--- config.mk ---
export PLATFORM = sky130hd
export DESIGN_NAME = bubble_sort_int_array_core_flat
export DESIGN_NICKNAME = d
export VERILOG_FILES = /design/src/hdl/bsi_pkg.sv /design/src/hdl/bsi_if.sv /design/src/hdl/bsi_store.sv /design/src/hdl/bsi_cmp.sv /design/src/hdl/bsi_seq.sv /design/src/hdl/bubble_sort_int_array_core.sv /design/src/flat_wrapper.sv
export SDC_FILE = /design/constraint.sdc
export NUM_CORES = 1
export LEC_CHECK = 0
export BUFFER_PORTS_ARGS = -buffer_cell sky130_fd_sc_hd__clkbuf_2
export CAP_MARGIN = 15
export CORE_ASPECT_RATIO = 1.2
export CORE_UTILIZATION = 35
export CTS_BUF_LIST = sky130_fd_sc_hd__clkbuf_16
export CTS_CLUSTER_DIAMETER = 30
export DETAILED_ROUTE_END_ITERATION = 10
export HOLD_SLACK_MARGIN = 0.02
export PLACE_DENSITY = 0.56
export SYNTH_ARGS = -nofsm -noshare
export SYNTH_HDL_FRONTEND = slang
export SYNTH_SLANG_ARGS = --single-unit
--- constraint.sdc ---
create_clock -name clk -period 7.8 [get_ports clk]
set_input_delay 1.95 -clock clk [delete_from_list [all_inputs] [get_ports clk]]
set_output_delay 1.95 -clock clk [all_outputs]
set_load 0.005 [all_outputs]
--- src/hdl/bsi_pkg.sv ---
// Shared types and constants for the bubble sort core.
package bsi_pkg;

  typedef logic signed [31:0] value_t;
  typedef logic [1:0]         dir_t;

  localparam dir_t DIR_ASC  = 2'd0;
  localparam dir_t DIR_DESC = 2'd1;

  typedef enum logic [2:0] {
    ST_IDLE,
    ST_FIRST,
    ST_CMP,
    ST_WB,
    ST_ORD,
    ST_OLD,
    ST_OHOLD
  } state_t;

  typedef struct packed {
    value_t a;
    value_t b;
    logic   desc;
  } cmp_req_t;

endpackage

--- src/hdl/bsi_if.sv ---
// Valid/ready channel interfaces for array elements in and sorted elements out.
interface bsi_in_if;
  logic            valid;
  logic            ready;
  bsi_pkg::value_t item_value;
  logic            item_last;

  modport source (output valid, output item_value, output item_last, input ready);
  modport sink   (input valid, input item_value, input item_last, output ready);
endinterface

interface bsi_out_if;
  logic            valid;
  logic            ready;
  bsi_pkg::value_t sorted_value;
  logic            sorted_last;

  modport source (output valid, output sorted_value, output sorted_last, input ready);
  modport sink   (input valid, input sorted_value, input sorted_last, output ready);
endinterface

--- src/hdl/bsi_store.sv ---
// Element memory: one write port, one read port with registered read data.
module bsi_store #(
  parameter int DEPTH = 32,
  localparam int AW   = $clog2(DEPTH)
) (
  input  logic            clk,
  input  logic            we,
  input  logic [AW-1:0]   waddr,
  input  bsi_pkg::value_t wdata,
  input  logic [AW-1:0]   raddr,
  output bsi_pkg::value_t rdata
);
  import bsi_pkg::*;

  value_t mem [DEPTH];
  value_t rdata_r;

  always_ff @(posedge clk) begin
    if (we) begin
      mem[waddr] <= wdata;
    end
    rdata_r <= mem[raddr];
  end

  assign rdata = rdata_r;

endmodule

--- src/hdl/bsi_cmp.sv ---
// Shared signed compare unit: decides whether the carried element moves past the next one.
module bsi_cmp (
  input  bsi_pkg::cmp_req_t req,
  output logic              swap
);
  import bsi_pkg::*;

  // Strict compare only, so equal elements keep their order.
  always_comb begin
    if (req.desc) begin
      swap = req.a < req.b;
    end else begin
      swap = req.a > req.b;
    end
  end

endmodule

--- src/hdl/bsi_seq.sv ---
// Sequencer: element capture, bubble passes over the store and in-order readout.
module bsi_seq #(
  parameter int MAX_ITEMS = 32,
  localparam int AW       = $clog2(MAX_ITEMS),
  localparam int CW       = $clog2(MAX_ITEMS + 1)
) (
  input  logic               clk,
  input  logic               rst_n,
  bsi_in_if.sink             in_ch,
  bsi_out_if.source          out_ch,
  input  bsi_pkg::dir_t      sort_dir,
  output logic               mem_we,
  output logic [AW-1:0]      mem_waddr,
  output bsi_pkg::value_t    mem_wdata,
  output logic [AW-1:0]      mem_raddr,
  input  bsi_pkg::value_t    mem_rdata,
  output bsi_pkg::cmp_req_t  cmp_req,
  input  logic               cmp_swap
);
  import bsi_pkg::*;

  state_t        state_r, state_nxt;
  logic [CW-1:0] cnt_r, cnt_nxt;
  logic [CW-1:0] lim_r, lim_nxt;
  logic [AW-1:0] pos_r, pos_nxt;
  logic [AW-1:0] k_r, k_nxt;
  value_t        carry_r, carry_nxt;
  logic          desc_r, desc_nxt;
  logic          out_valid_r, out_valid_nxt;
  value_t        out_value_r, out_value_nxt;
  logic          out_last_r, out_last_nxt;

  logic [CW-1:0] pos_p2;
  logic [CW-1:0] k_p1;
  logic [CW-1:0] lim_m1;
  logic [CW-1:0] n_fin;
  logic          has_room;

  assign has_room = cnt_r < CW'(MAX_ITEMS);
  assign n_fin    = has_room ? cnt_r + CW'(1) : cnt_r;
  assign pos_p2   = CW'(pos_r) + CW'(2);
  assign k_p1     = CW'(k_r) + CW'(1);
  assign lim_m1   = lim_r - CW'(1);

  assign in_ch.ready         = (state_r == ST_IDLE);
  assign out_ch.valid        = out_valid_r;
  assign out_ch.sorted_value = out_value_r;
  assign out_ch.sorted_last  = out_last_r;

  assign cmp_req.a    = carry_r;
  assign cmp_req.b    = mem_rdata;
  assign cmp_req.desc = desc_r;

  always_ff @(posedge clk) begin
    if (!rst_n) begin
      state_r     <= ST_IDLE;
      cnt_r       <= '0;
      out_valid_r <= 1'b0;
    end else begin
      state_r     <= state_nxt;
      cnt_r       <= cnt_nxt;
      out_valid_r <= out_valid_nxt;
    end
  end

  always_ff @(posedge clk) begin
    lim_r       <= lim_nxt;
    pos_r       <= pos_nxt;
    k_r         <= k_nxt;
    carry_r     <= carry_nxt;
    desc_r      <= desc_nxt;
    out_value_r <= out_value_nxt;
    out_last_r  <= out_last_nxt;
  end

  always_comb begin
    state_nxt     = state_r;
    cnt_nxt       = cnt_r;
    lim_nxt       = lim_r;
    pos_nxt       = pos_r;
    k_nxt         = k_r;
    carry_nxt     = carry_r;
    desc_nxt      = desc_r;
    out_valid_nxt = out_valid_r;
    out_value_nxt = out_value_r;
    out_last_nxt  = out_last_r;
    mem_we        = 1'b0;
    mem_waddr     = '0;
    mem_wdata     = carry_r;
    mem_raddr     = '0;

    case (state_r)
      ST_IDLE: begin
        if (in_ch.valid) begin
          // Store while there is room; drop overflow elements.
          if (has_room) begin
            mem_we    = 1'b1;
            mem_waddr = cnt_r[AW-1:0];
            mem_wdata = in_ch.item_value;
          end
          cnt_nxt = n_fin;
          if (in_ch.item_last) begin
            desc_nxt = (sort_dir == DIR_DESC);
            lim_nxt  = n_fin;
            k_nxt    = '0;
            if ((sort_dir == DIR_ASC || sort_dir == DIR_DESC) && n_fin >= CW'(2)) begin
              state_nxt = ST_FIRST;
            end else begin
              state_nxt = ST_ORD;
            end
          end
        end
      end
      ST_FIRST: begin
        carry_nxt = mem_rdata;
        mem_raddr = AW'(1);
        pos_nxt   = '0;
        state_nxt = ST_CMP;
      end
      ST_CMP: begin
        // Write back the element that stays; carry the one that moves on.
        mem_we    = 1'b1;
        mem_waddr = pos_r;
        mem_wdata = cmp_swap ? mem_rdata : carry_r;
        carry_nxt = cmp_swap ? carry_r : mem_rdata;
        if (pos_p2 < lim_r) begin
          mem_raddr = pos_p2[AW-1:0];
          pos_nxt   = pos_r + AW'(1);
        end else begin
          state_nxt = ST_WB;
        end
      end
      ST_WB: begin
        mem_we    = 1'b1;
        mem_waddr = lim_m1[AW-1:0];
        mem_wdata = carry_r;
        lim_nxt   = lim_m1;
        if (lim_m1 >= CW'(2)) begin
          state_nxt = ST_FIRST;
        end else begin
          k_nxt     = '0;
          state_nxt = ST_ORD;
        end
      end
      ST_ORD: begin
        mem_raddr = k_r;
        state_nxt = ST_OLD;
      end
      ST_OLD: begin
        out_value_nxt = mem_rdata;
        out_last_nxt  = (k_p1 == cnt_r);
        out_valid_nxt = 1'b1;
        state_nxt     = ST_OHOLD;
      end
      ST_OHOLD: begin
        if (out_ch.ready) begin
          out_valid_nxt = 1'b0;
          if (out_last_r) begin
            cnt_nxt   = '0;
            state_nxt = ST_IDLE;
          end else begin
            k_nxt     = k_r + AW'(1);
            state_nxt = ST_ORD;
          end
        end
      end
      default: begin
        state_nxt = ST_IDLE;
      end
    endcase
  end

endmodule

--- src/hdl/bubble_sort_int_array_core.sv ---
// Top level of the bubble sort core: direction register, sequencer, store and compare unit.
//
// Elements arrive one per transfer on in_ch, one per cycle while the core is idle; the
// transfer with item_last set closes the array. Up to MAX_ITEMS elements are kept, later
// ones are dropped, but their last flag still closes the array. The core then sorts the
// stored N elements in place with bubble passes, ascending for direction 0, descending
// for 1, unchanged for 2 or 3; equal elements keep their arrival order. The direction
// register is sampled when the last element transfers. One signed comparator and a single
// element memory (one write, one registered read per cycle) do all the work: a pass over
// the first L elements carries the larger (or smaller) element along to position L - 1.
// The sorted elements then leave on out_ch from an output register, one at a time: each is
// read, registered and held until the sink is ready, the final one with sorted_last set.
// in_ch is not ready from the last element's transfer until the final result transfers.
// There is no clearing pass after reset.
module bubble_sort_int_array_core #(
  parameter int MAX_ITEMS = 32
) (
  input  logic          clk,
  input  logic          rst_n,
  bsi_in_if.sink        in_ch,
  bsi_out_if.source     out_ch,
  input  logic          cfg_wr_en,
  input  bsi_pkg::dir_t cfg_wr_data
);
  import bsi_pkg::*;

  localparam int AW = $clog2(MAX_ITEMS);

  dir_t          sort_dir_r;
  logic          mem_we;
  logic [AW-1:0] mem_waddr;
  value_t        mem_wdata;
  logic [AW-1:0] mem_raddr;
  value_t        mem_rdata;
  cmp_req_t      cmp_req;
  logic          cmp_swap;

  // Direction register; the user must write it only while the core is idle, the block does not enforce it.
  always_ff @(posedge clk) begin
    if (!rst_n) begin
      sort_dir_r <= DIR_ASC;
    end else if (cfg_wr_en) begin
      sort_dir_r <= cfg_wr_data;
    end
  end

  // Sequencer: capture, bubble passes and readout.
  bsi_seq #(
    .MAX_ITEMS (MAX_ITEMS)
  ) u_seq (
    .clk       (clk),
    .rst_n     (rst_n),
    .in_ch     (in_ch),
    .out_ch    (out_ch),
    .sort_dir  (sort_dir_r),
    .mem_we    (mem_we),
    .mem_waddr (mem_waddr),
    .mem_wdata (mem_wdata),
    .mem_raddr (mem_raddr),
    .mem_rdata (mem_rdata),
    .cmp_req   (cmp_req),
    .cmp_swap  (cmp_swap)
  );

  // Element store.
  bsi_store #(
    .DEPTH (MAX_ITEMS)
  ) u_store (
    .clk   (clk),
    .we    (mem_we),
    .waddr (mem_waddr),
    .wdata (mem_wdata),
    .raddr (mem_raddr),
    .rdata (mem_rdata)
  );

  // Shared comparator, reused by every step of every pass.
  bsi_cmp u_cmp (
    .req  (cmp_req),
    .swap (cmp_swap)
  );

  // Never take input while a result is pending.
  a_no_overlap: assert property (@(posedge clk) disable iff (!rst_n)
    !(in_ch.ready && out_ch.valid))
    else $error("input ready while a result is pending");

  // Closing the array stops input until results are out.
  a_last_closes: assert property (@(posedge clk) disable iff (!rst_n)
    (in_ch.valid && in_ch.ready && in_ch.item_last) |=> !in_ch.ready)
    else $error("input still ready after the last element");

  // Final result transfer returns the core to idle.
  a_back_to_idle: assert property (@(posedge clk) disable iff (!rst_n)
    (out_ch.valid && out_ch.ready && out_ch.sorted_last) |=> in_ch.ready)
    else $error("core not idle after the final result");

endmodule
--- src/flat_wrapper.sv ---
// flat-port wrapper written by rule: the top's interface ports become plain ports
module bubble_sort_int_array_core_flat import bsi_pkg::*;
#(
  parameter int MAX_ITEMS = 32
)
  (clk, rst_n, cfg_wr_en, cfg_wr_data, in_ch_valid, in_ch_item_value, in_ch_item_last, in_ch_ready, out_ch_valid, out_ch_sorted_value, out_ch_sorted_last, out_ch_ready);
  bsi_in_if in_ch_i ();
  bsi_out_if out_ch_i ();
  input  logic clk;
  input  logic rst_n;
  input  logic cfg_wr_en;
  input  bsi_pkg::dir_t cfg_wr_data;
  input wire logic [$bits(in_ch_i.valid)-1:0] in_ch_valid;
  input wire logic [$bits(in_ch_i.item_value)-1:0] in_ch_item_value;
  input wire logic [$bits(in_ch_i.item_last)-1:0] in_ch_item_last;
  output wire logic [$bits(in_ch_i.ready)-1:0] in_ch_ready;
  output wire logic [$bits(out_ch_i.valid)-1:0] out_ch_valid;
  output wire logic [$bits(out_ch_i.sorted_value)-1:0] out_ch_sorted_value;
  output wire logic [$bits(out_ch_i.sorted_last)-1:0] out_ch_sorted_last;
  input wire logic [$bits(out_ch_i.ready)-1:0] out_ch_ready;
  assign in_ch_i.valid = in_ch_valid;
  assign in_ch_i.item_value = in_ch_item_value;
  assign in_ch_i.item_last = in_ch_item_last;
  assign in_ch_ready = in_ch_i.ready;
  assign out_ch_valid = out_ch_i.valid;
  assign out_ch_sorted_value = out_ch_i.sorted_value;
  assign out_ch_sorted_last = out_ch_i.sorted_last;
  assign out_ch_i.ready = out_ch_ready;
  bubble_sort_int_array_core #(.MAX_ITEMS(MAX_ITEMS)) u_core (.clk(clk), .rst_n(rst_n), .in_ch(in_ch_i), .out_ch(out_ch_i), .cfg_wr_en(cfg_wr_en), .cfg_wr_data(cfg_wr_data));
endmodule
Word-level counts from Yosys, hierarchy flattened

Memories as Yosys holds them, arrays and structs flattened. A register that Yosys moved wholly into a read port is not among the register bits.
Index checks and enable logic that the tools add are counted.

Magnitude comparators: 6
Shifts and indexed selects: 0
Div/mod/pow operators: 0
Mux-type cells: 43
Bitwise logic cells: 0
Eq/ne operators: 17
Reduce and logical (&&, ||, !) cells: 18
Multiply operators: 0
Add/sub/neg operators: 6

Operators by type and width:

| operator            | number |
|---|---|
| $mux 32             | 4 |
| $pmux 32 s2         | 2 |
| $mux 5              | 9 |
| $pmux 5 s3          | 3 |
| $mux 6              | 6 |
| $gt 32x32->1        | 1 |
| $lt 32x32->1        | 1 |
| $pmux 6 s2          | 2 |
| $mux 3              | 7 |
| $pmux 3 s7          | 1 |
| $ne 2x2->1 const B  | 9 |
| $ge 6x2->1 const B  | 2 |
| $add 5x1->5 const B | 2 |
| $pmux 5 s2          | 1 |
| $eq 3x3->1 const B  | 3 |
| $reduce_and 4->1    | 2 |
| $reduce_bool 2->1   | 4 |
| $add 5x1->6 const B | 1 |
| $add 5x2->6 const B | 1 |
| $add 6x1->6 const B | 1 |
| $eq 3x2->1 const B  | 2 |
| $eq 6x6->1          | 1 |
| $lt 6x6->1          | 1 |
| $lt 6x6->1 const B  | 1 |
| other kinds (14)    | 23 |

Logic and storage cells: 102
Output and inout bits: 35
Memory bits (read-only): 0
Flip-flop bits (word level): 94
Memory bits (writable): 1024
Bits in latches: 0
Memories: 1
Bits of input ports: 40

Memories:

| name               | depth | width | read ports | clocked after memory_dff | wr ports | RTL line        | RTL |
|---|---|---|---|---|---|---|---|
| u_core.u_store.mem | 32    | 32    | 1          | 1                        | 1        | bsi_store.sv:15 | `value_t mem [DEPTH];` |

Longest topological paths before layout

Gate-level depths: netlist of the first run.

Word-level depth: 8
Gate-level depth with buffers: 16
Gate-level depth less buffers: 12

Hierarchy

Synthesis of the first run repeated with hierarchy kept, for this count alone.

Cell total of the unflattened synthesis: 2780
Area, all modules: 46105.5 um2

By module, submodules not included:

| module                     | area an instance (um2) | instances | cells each | sequential area each (um2) |
|---|---|---|---|---|
| bsi_store                  | 40492.6                | 1         | 2260       | 31390.1 |
| bsi_seq                    | 4710.8                 | 1         | 398        | 2662.6 |
| bsi_cmp                    | 829.5                  | 1         | 116        | 0.0 |
| bubble_sort_int_array_core | 72.6                   | 1         | 6          | 40.0 |

Least setup slack after synthesis of the first run

OpenSTA, ideal clock, no wires.

Path kind: input to register
From: input port in_ch_valid
To: memory u_core.u_store.mem[22][0] in the netlist's numbering (enable)
Path slack: 2848 ps
Data required time: 7379 ps
Setup time: 421 ps
Path buffers: 2
Arrival: 4531 ps
Stages: 6
Cell sequence: and3_1 -> clkbuf_1 -> a222oi_1 -> or3b_1 -> clkbuf_1 -> nor2_1

Word-level cells in the longest chain between the ends: 4
Elaborated cells between the ends (all ways): 6
Classes of those cells: mux (6)

Ends and longest elaborated chain:

| what                         | RTL line           | RTL |
|---|---|---|
| start, declared              | flat_wrapper.sv:13 | `input wire logic [$bits(in_ch_i.valid)-1:0] in_ch_valid;` |
| $mux 1                       | bsi_seq.sv:94      | `if (in_ch.valid) begin` |
| $pmux 1 s2                   | bsi_seq.sv:92      | `case (state_r)` |
| $mux 1                       | bsi_store.sv:19    | `if (we) begin` |
| $mux 1 (not written as such) | bsi_store.sv:20    | `mem[waddr] <= wdata;` |
| end, declared                | bsi_store.sv:15    |  |

Parallel ways exist; a longest one is shown, timed or not.

Final worst setup path of the first run

From: register u_core.u_store.rdata_r[14] (netlist: u_core.u_store.rdata[14]) (read register of u_core.u_store.mem)
To: memory u_core.u_store.mem[13][21] in the netlist's numbering, data pin

Word-level cells in the longest chain between the ends: 4
Elaborated cells between the ends (all ways): 5
Classes of those cells: order compare (2); mux (3)

Ends and longest elaborated chain:

| what                                         | RTL line                         | RTL |
|---|---|---|
| start, declared                              | bsi_store.sv:16                  | `value_t rdata_r;` |
| $gt 32x32->1 or $lt 32x32->1 (tied branches) | bsi_cmp.sv:13, bsi_cmp.sv:11     |  |
| $mux 1 *                                     | bsi_cmp.sv:10                    | `if (req.desc) begin` |
| $mux 32 *                                    | bsi_seq.sv:124                   | `mem_wdata = cmp_swap ? mem_rdata : carry_r;` |
| $pmux 32 s2 *                                | bsi_seq.sv:92                    |  |
| via u_core.mem_wdata[21]                     | bubble_sort_int_array_core.sv:32 | `value_t mem_wdata;` |

The timed path passes the listed nets; every way through them passes the cells marked *.

==> results.json, run 1 <==
{
  "status": "finished, final reports clean",
  "leakagePower_uw": 0.0184,
  "netlist.area_leader.share_pct": 72.5,
  "critPathSlowestCell": "nor4_1",
  "fillers": 11700,
  "gp_congestion": 0.851,
  "hold_violations": 0,
  "place_area_sq_um": 48300,
  "cp.arrival_ps": 5740,
  "ys_warn_count": 0,
  "tns_ps": 0,
  "critical_path_required_ps": 8230,
  "clock_sinks": 1150,
  "cts_setup_buffers": 0,
  "setup_viol": 0,
  "slew_headroom_pct": 21.9,
  "slowest_delay_ps": 980,
  "fmax_mhz": 188,
  "layout.nets": 3263,
  "die_w_microns": 332,
  "area_growth_syn_to_layout_pct": 17.2,
  "ioPinCount": 75,
  "synth_cells": 3085,
  "dr_total_vias": 27500,
  "dr.pass1.iters": 5,
  "synth_ff_type": "edfxtp_1",
  "cts_tree": "built",
  "cts.repair.resized": 0,
  "synthArstFlopShare_pct": 0,
  "cts_root_buf": "clkbuf_16",
  "hpwl_mm": 72.5,
  "insertedDiodeCount": 0,
  "fin_area_sq_um": 53700,
  "cap_violations": 0,
  "core_sq_um": 130000,
  "wirelength_mm": 124,
  "cts.htree.levels": 4,
  "path_cells": "inv_1 > ha_1 > nand4_1 > nor4_1 > a21boi_0 > o31a_1 > o22ai_1 > nor3_1 > o31a_2 > o221a_2",
  "grt_usage_pct": 18.6,
  "die_y_microns": 398,
  "grt_overflow": 0,
  "register_area_sq_um": 34100,
  "rows": 145,
  "cts_buffer_depth": 3,
  "finalCriticalPeriod_ps": 5310,
  "drive_gt1_share_pct": 16.8,
  "vias_per_cell": 5.49,
  "drt_iter0_drc": 2634,
  "ys_seq_area_share_pct": 74.4,
  "cts_made_buffers": 156,
  "ys_seq_elements": 1150,
  "syn_area_per_cell_sq_um": 14.9,
  "wl_per_cell_microns": 24.8,
  "port_buffers": 74,
  "grt_setup_unrepaired": "no",
  "final_antenna_net_count": 0,
  "r2r_slack_ps": 2490,
  "drc": 0,
  "syn_nets": 3169,
  "initial_core_util_pct": 35.2,
  "multiInputGateArea_sq_um": 11000,
  "grt_pass1_wl_mm": 181,
  "maxSlewViolCount": 0,
  "grt_max_degree": 195,
  "peakVddDrop_mv": 0.401,
  "period_share_pct": 68.1,
  "critPathMaxFanout": 32,
  "p_per_area_nw_per_um2": 453,
  "antenna_found_initial": 6,
  "fin_skew_ps": 33.1,
  "end_kind": "register",
  "synthesis.area_sq_um": 45800,
  "yosysTopAreaCell": "edfxtp_1",
  "grt_pass1_vias": 26900,
  "worst_pin_slew_ps": 1170,
  "synth.distinct_cells": 62,
  "start_kind": "register",
  "synth-edff-count": 1106,
  "synth_common_cells": "1106 x edfxtp_1, 583 x nand2_1, 277 x a21oi_1, 162 x o22ai_1, 129 x a32oi_1",
  "min_path_type": "reg2reg",
  "cts_hold_buf": 0,
  "critPathKind": "reg2reg",
  "yosysMostFrequentCell": "edfxtp_1",
  "die_area_sq_um": 132000,
  "insertion_delay_ps": 770,
  "clkTransAtPathRegs_ps": 50,
  "synth.area.top_cells": "edfxtp_1 72%, nand2_1 4.8%, a21oi_1 3.0%, a32oi_1 2.5%, o22ai_1 2.2%"
}
-- worst paths after layout --
path,start,end,cells past startpoint
setup / recovery,u_core.u_store.rdata[14]$_DFF_P_,u_core.u_store.mem[13][21]$_DFFE_PP_,10
hold / removal,u_core.u_store.rdata[21]$_DFF_P_,u_core.u_seq.carry_r[21]$_DFFE_PP_,0
setup reg to reg,u_core.u_store.rdata[14]$_DFF_P_,u_core.u_store.mem[13][21]$_DFFE_PP_,10
hold reg to reg,u_core.u_store.rdata[21]$_DFF_P_,u_core.u_seq.carry_r[21]$_DFFE_PP_,0
-- kinds of logic (layout without fill, tap and decap cells) --
family / count (synthesis) / in the layout / synth area share [%]
compound gates: 729 / 729 / 10.6
xor+xnor: 20 / 20 / 0.382
fa+ha+maj: 44 / 44 / 1.20
buf+inv: 245 / 472 / 2.34
flops: 1150 / 1150 / 74.4
mux: 132 / 132 / 3.76
simple gates: 765 / 765 / 7.31
-- layout make-up --
| cell class | instances | area share, % |
|---|---|---|
| Clock buffer | 159 | 7.41 |
| Clock inverter | 132 | 2.60 |
| Sequential cell | 1150 | 63.5 |
| Multi-Input combinational cell | 1690 | 20.5 |
| Inverter | 45 | 0.314 |
| Timing Repair Buffer | 136 | 1.78 |
| Tap cell | 1690 | 3.94 |
-- per-stage QoR --
stage               setup slack, ps  total power (uW)  instances  hold slack, ps  utilization, %
finish                         2490             24300       5002             482            41.3
global route                   2380             25400       5002             507            41.3
CTS                            2520             24400       5001             487            41.3
detailed placement             2100             17200       4710             472            37.2
global placement               2170             17200       4708             470            37.1
floorplan                      2850             14200       3085             448               -
-- layer usage --
| metal | part of all wire [%] | vias up | track usage (%) |
|---|---|---|---|
| met3 | 5.6 | 238 | 2.90 |
| met4 | 3.7 | 0 | 7.44 |
| met5 | 0 | - | 0 |
| li1 | - | 12200 | - |
| met2 | 49 | 971 | 31.4 |
| met1 | 42 | 14000 | 23.9 |
-- worst max-delay path: cells and delay by family, from the launching register on --
kind,cells,cell delay (ps)
AND/OR/NAND/NOR,3,1760
AO/OA/AOI/OAI,5,2320
flip-flops,1,430
adder cells (fa/ha/maj),1,320
buffers and inverters,1,70
-- sequential cells by signal (all words and copies together), names as in the netlist --
| signal | flops |
|---|---|
| u_core.u_store.rdata | 32 |
| u_core.sort_dir_r | 2 |
| u_core.u_store.mem | 1024 |
| u_core.u_seq.desc_r | 1 |
| u_core.u_seq.state_r | 3 |
| u_core.u_seq.pos_r | 5 |
| u_core.u_seq.out_ch.valid | 1 |
| u_core.u_seq.k_r | 5 |
| u_core.u_seq.lim_r | 6 |
| u_core.u_seq.out_ch.sorted_value | 32 |
| u_core.u_seq.carry_r | 32 |
| u_core.u_seq.cnt_r | 6 |
| u_core.u_seq.out_ch.sorted_last | 1 |
-- layout by cell type (no fill, tap or decap), types with 6 or more instances in the layout --
cell / Yosys / routed
a21o_1: 7 / 6
a21oi_1: 277 / 277
a22oi_1: 66 / 66
a32oi_1: 129 / 129
and2_1: 7 / 7
buf_12: 0 / 8
buf_4: 11 / 53
bufinv_16: 0 / 18
clkbuf_16: 0 / 159
clkbuf_2: 0 / 74
clkinv_1: 0 / 14
clkinv_2: 0 / 20
clkinv_4: 0 / 21
clkinvlp_4: 0 / 18
dfxtp_1: 44 / 44
edfxtp_1: 1106 / 1106
ha_1: 44 / 44
inv_1: 44 / 55
inv_6: 0 / 18
mux2i_1: 100 / 100
mux4_2: 32 / 32
nand2_1: 583 / 583
nand3_1: 22 / 14
nand3_2: 0 / 8
nand4_1: 7 / 7
nor2_1: 68 / 35
nor2_4: 1 / 34
nor2b_1: 11 / 10
nor3_1: 7 / 7
nor4_2: 32 / 32
o21a_1: 6 / 6
o21ai_0: 9 / 9
o221a_2: 32 / 32
o22ai_1: 162 / 162
xnor2_1: 9 / 9
xor2_1: 11 / 11
-- power by group --
part | total, uW | switching, uW | internal (uW)
logic | 8260 | 5870 | 2400
registers | 8860 | 301 | 8560
clock network | 7200 | 2820 | 4380
total | 24300 | 8990 | 15300
(Power assumes the default switching activity.)
==> inputs of run 2 (changes only) <==
--- a/config.mk
+++ b/config.mk
@@ -13,7 +13,7 @@
 export CTS_CLUSTER_DIAMETER = 30
 export DETAILED_ROUTE_END_ITERATION = 10
 export HOLD_SLACK_MARGIN = 0.02
-export PLACE_DENSITY = 0.56
+export PLACE_DENSITY = 0.58
 export SYNTH_ARGS = -nofsm -noshare
 export SYNTH_HDL_FRONTEND = slang
 export SYNTH_SLANG_ARGS = --single-unit
==> constraint.sdc (replaced) <==
create_clock -name clk -period 4.5 [get_ports clk]
set_input_delay 1.125 -clock clk [delete_from_list [all_inputs] [get_ports clk]]
set_output_delay 1.125 -clock clk [all_outputs]
set_load 0.005 [all_outputs]
==> run 2 against run 1 <==
Global-route usage increased by 2.5 points. Clock skew decreased by 6.6 ps. Via count increased by 5.6%. Critical path type unchanged. Critical endpoint is now u_core.u_store.rdata[8]$_DFF_P_.
==> results.json, run 2 (synthesis gave the netlist of run 1 again) <==
{
  "dr.pass1.iters": 6,
  "grt_max_degree": 84,
  "leakagePower_uw": 0.0191,
  "peakVddDrop_mv": 0.460,
  "final_antenna_net_count": 0,
  "dp_worst_setup_slack_ps": 613,
  "comb_power_share_pct": 36.3,
  "grt_pass1_vias": 27400,
  "mostFrequentLayoutCell": "edfxtp_1",
  "hold_violations": 0,
  "internal_power_uw": 27600,
  "drive_gt1_share_pct": 18.3,
  "insertion_delay_ps": 770,
  "die_area_sq_um": 132000,
  "fmax_mhz": 256,
  "setup_ws_ps": 588,
  "cts.htree.levels": 4,
  "drc": 0,
  "maxSlewViolCount": 0,
  "grt_setup_unrepaired": "no",
  "clock_sinks": 1150,
  "cts_root_buf": "clkbuf_16",
  "cts_setup_buffers": 0,
  "rows": 145,
  "grt_pass1_wl_mm": 199,
  "dr_total_vias": 29000,
  "switching_share_pct": 35.2,
  "initial_core_util_pct": 35.2,
  "critPathKind": "reg2reg",
  "cap_violations": 0,
  "gp_congestion": 0.846,
  "cp_common_cell": "nand2_1",
  "dp_cells": 4812,
  "grt_overflow": 0,
  "status": "finished, final reports clean",
  "finalCriticalPeriod_ps": 3910,
  "layout.nets": 3355,
  "vias_per_cell": 5.71,
  "grt_usage_pct": 21.1,
  "crit_family": "compound AO/OA/AOI/OAI gates",
  "power_frac_clock_pct": 28.0,
  "critical_path_required_ps": 5110,
  "ioPinCount": 75,
  "critPathSlowestCell": "edfxtp_1",
  "core_sq_um": 130000,
  "cts_tree": "built",
  "tns_ps": 0,
  "cts.repair.resized": 0,
  "port_buffers": 74,
  "cts_made_buffers": 147,
  "slew_headroom_pct": 37.0,
  "wirelength_mm": 141,
  "antenna_found_initial": 1,
  "worst_pin_slew_ps": 943,
  "cts_buffer_depth": 3,
  "setup_viol": 0,
  "largest_reg_flops": 1024,
  "path_cells": "nand3_1 > xor2_1 > inv_1 > ha_1 > a21oi_1 > nand2_1 > o21ai_2 > a21o_4 > buf_4 > nand2_1 > a32oi_1 > o22ai_1 > nor4_2",
  "switchingPower_uw": 15000,
  "slowest_delay_ps": 500,
  "start_kind": "register",
  "period_share_pct": 86.9,
  "most-common-layout-cells": "1106 x edfxtp_1, 583 x nand2_1, 277 x a21oi_1",
  "die_y_microns": 398,
  "min_path_type": "reg2reg",
  "max_flop_register": "u_core.u_store.mem",
  "power_frac_seq_pct": 35.7,
  "wl_per_cell_microns": 27.8,
  "clkTransAtPathRegs_ps": 60,
  "area_growth_syn_to_layout_pct": 20.1,
  "cts_hold_buf": 0,
  "end_kind": "register",
  "cp_num_buf_inv": 2,
  "p_per_area_nw_per_um2": 773,
  "critPathMaxFanout": 30,
  "insertedDiodeCount": 0,
  "fin_skew_ps": 26.5,
  "cp.arrival_ps": 4520,
  "hold_slack_ps": 493,
  "fin_cells": 5079,
  "die_w_microns": 332,
  "hpwl_mm": 77.7,
  "drt_iter0_drc": 3508
}
run 2: changes by cell type in the layout (fill, tap and decap cells not counted), moves of 2 or more:
cell / previous run / this run
buf_12: 8 / 83
inv_8: 5 / 3
clkinv_1: 14 / 20
bufinv_16: 18 / 20
clkinvlp_4: 18 / 9
clkinv_2: 20 / 14
clkinv_4: 21 / 9
buf_4: 53 / 80
clkbuf_16: 159 / 152
inv_6: 18 / 16
inv_1: 55 / 63
run 2: final cells by class:
class | instances | area [sq um]
Tap cell | 1690 | 2110
Fill cell | 11500 | 75000
Clock buffer | 152 | 3800
Inverter | 45 | 169
Multi-Input combinational cell | 1690 | 11000
Clock inverter | 115 | 1220
Sequential cell | 1150 | 34100
Timing Repair Buffer | 237 | 2630
run 2: power groups by stage:
stage / Combinational (uW) / Clock, uW / Sequential, uW
3_3_place_gp: 15200 / 0 / 15400
2_1_floorplan: 9410 / 0 / 15300
3_5_place_dp: 15400 / 0 / 15400
4_1_cts: 15400 / 12000 / 15200
5_1_grt: 16600 / 12500 / 15300
6_report: 15400 / 11900 / 15200
run 2: through the flow:
step                      total power [uW]  area, sq um  utilization [%]
after floorplan                      24700        45800                -
after global placement               30600        50000             38.5
after detailed placement             30800        50000             38.5
after CTS                            42700        55100             42.3
after global routing                 44300        55100             42.3
final                                42600        55100             42.3
run 2: final timing paths:
check / end / slack [ps] / from / cells after the start
setup reg to reg: u_core.u_store.rdata[8]$_DFF_P_ / 590 / u_core.u_seq.pos_r[2]$_SDFFCE_PN0P_ / 13
hold / removal: u_core.u_seq.out_ch.sorted_value[17]$_DFFE_PP_ / 490 / u_core.u_store.rdata[17]$_DFF_P_ / 0
setup / recovery: u_core.u_store.rdata[8]$_DFF_P_ / 590 / u_core.u_seq.pos_r[2]$_SDFFCE_PN0P_ / 13
hold reg to reg: u_core.u_seq.out_ch.sorted_value[17]$_DFFE_PP_ / 490 / u_core.u_store.rdata[17]$_DFF_P_ / 0
run 2: per-layer routing:
layer / GRT usage, % / vias to the layer above / part of all wire [%]
met5: 0 / - / 0
met4: 8.66 / 0 / 3.9
met3: 3.76 / 305 / 8.2
met2: 34.7 / 1413 / 48
met1: 27.4 / 14900 / 40
li1: - / 12400 / -
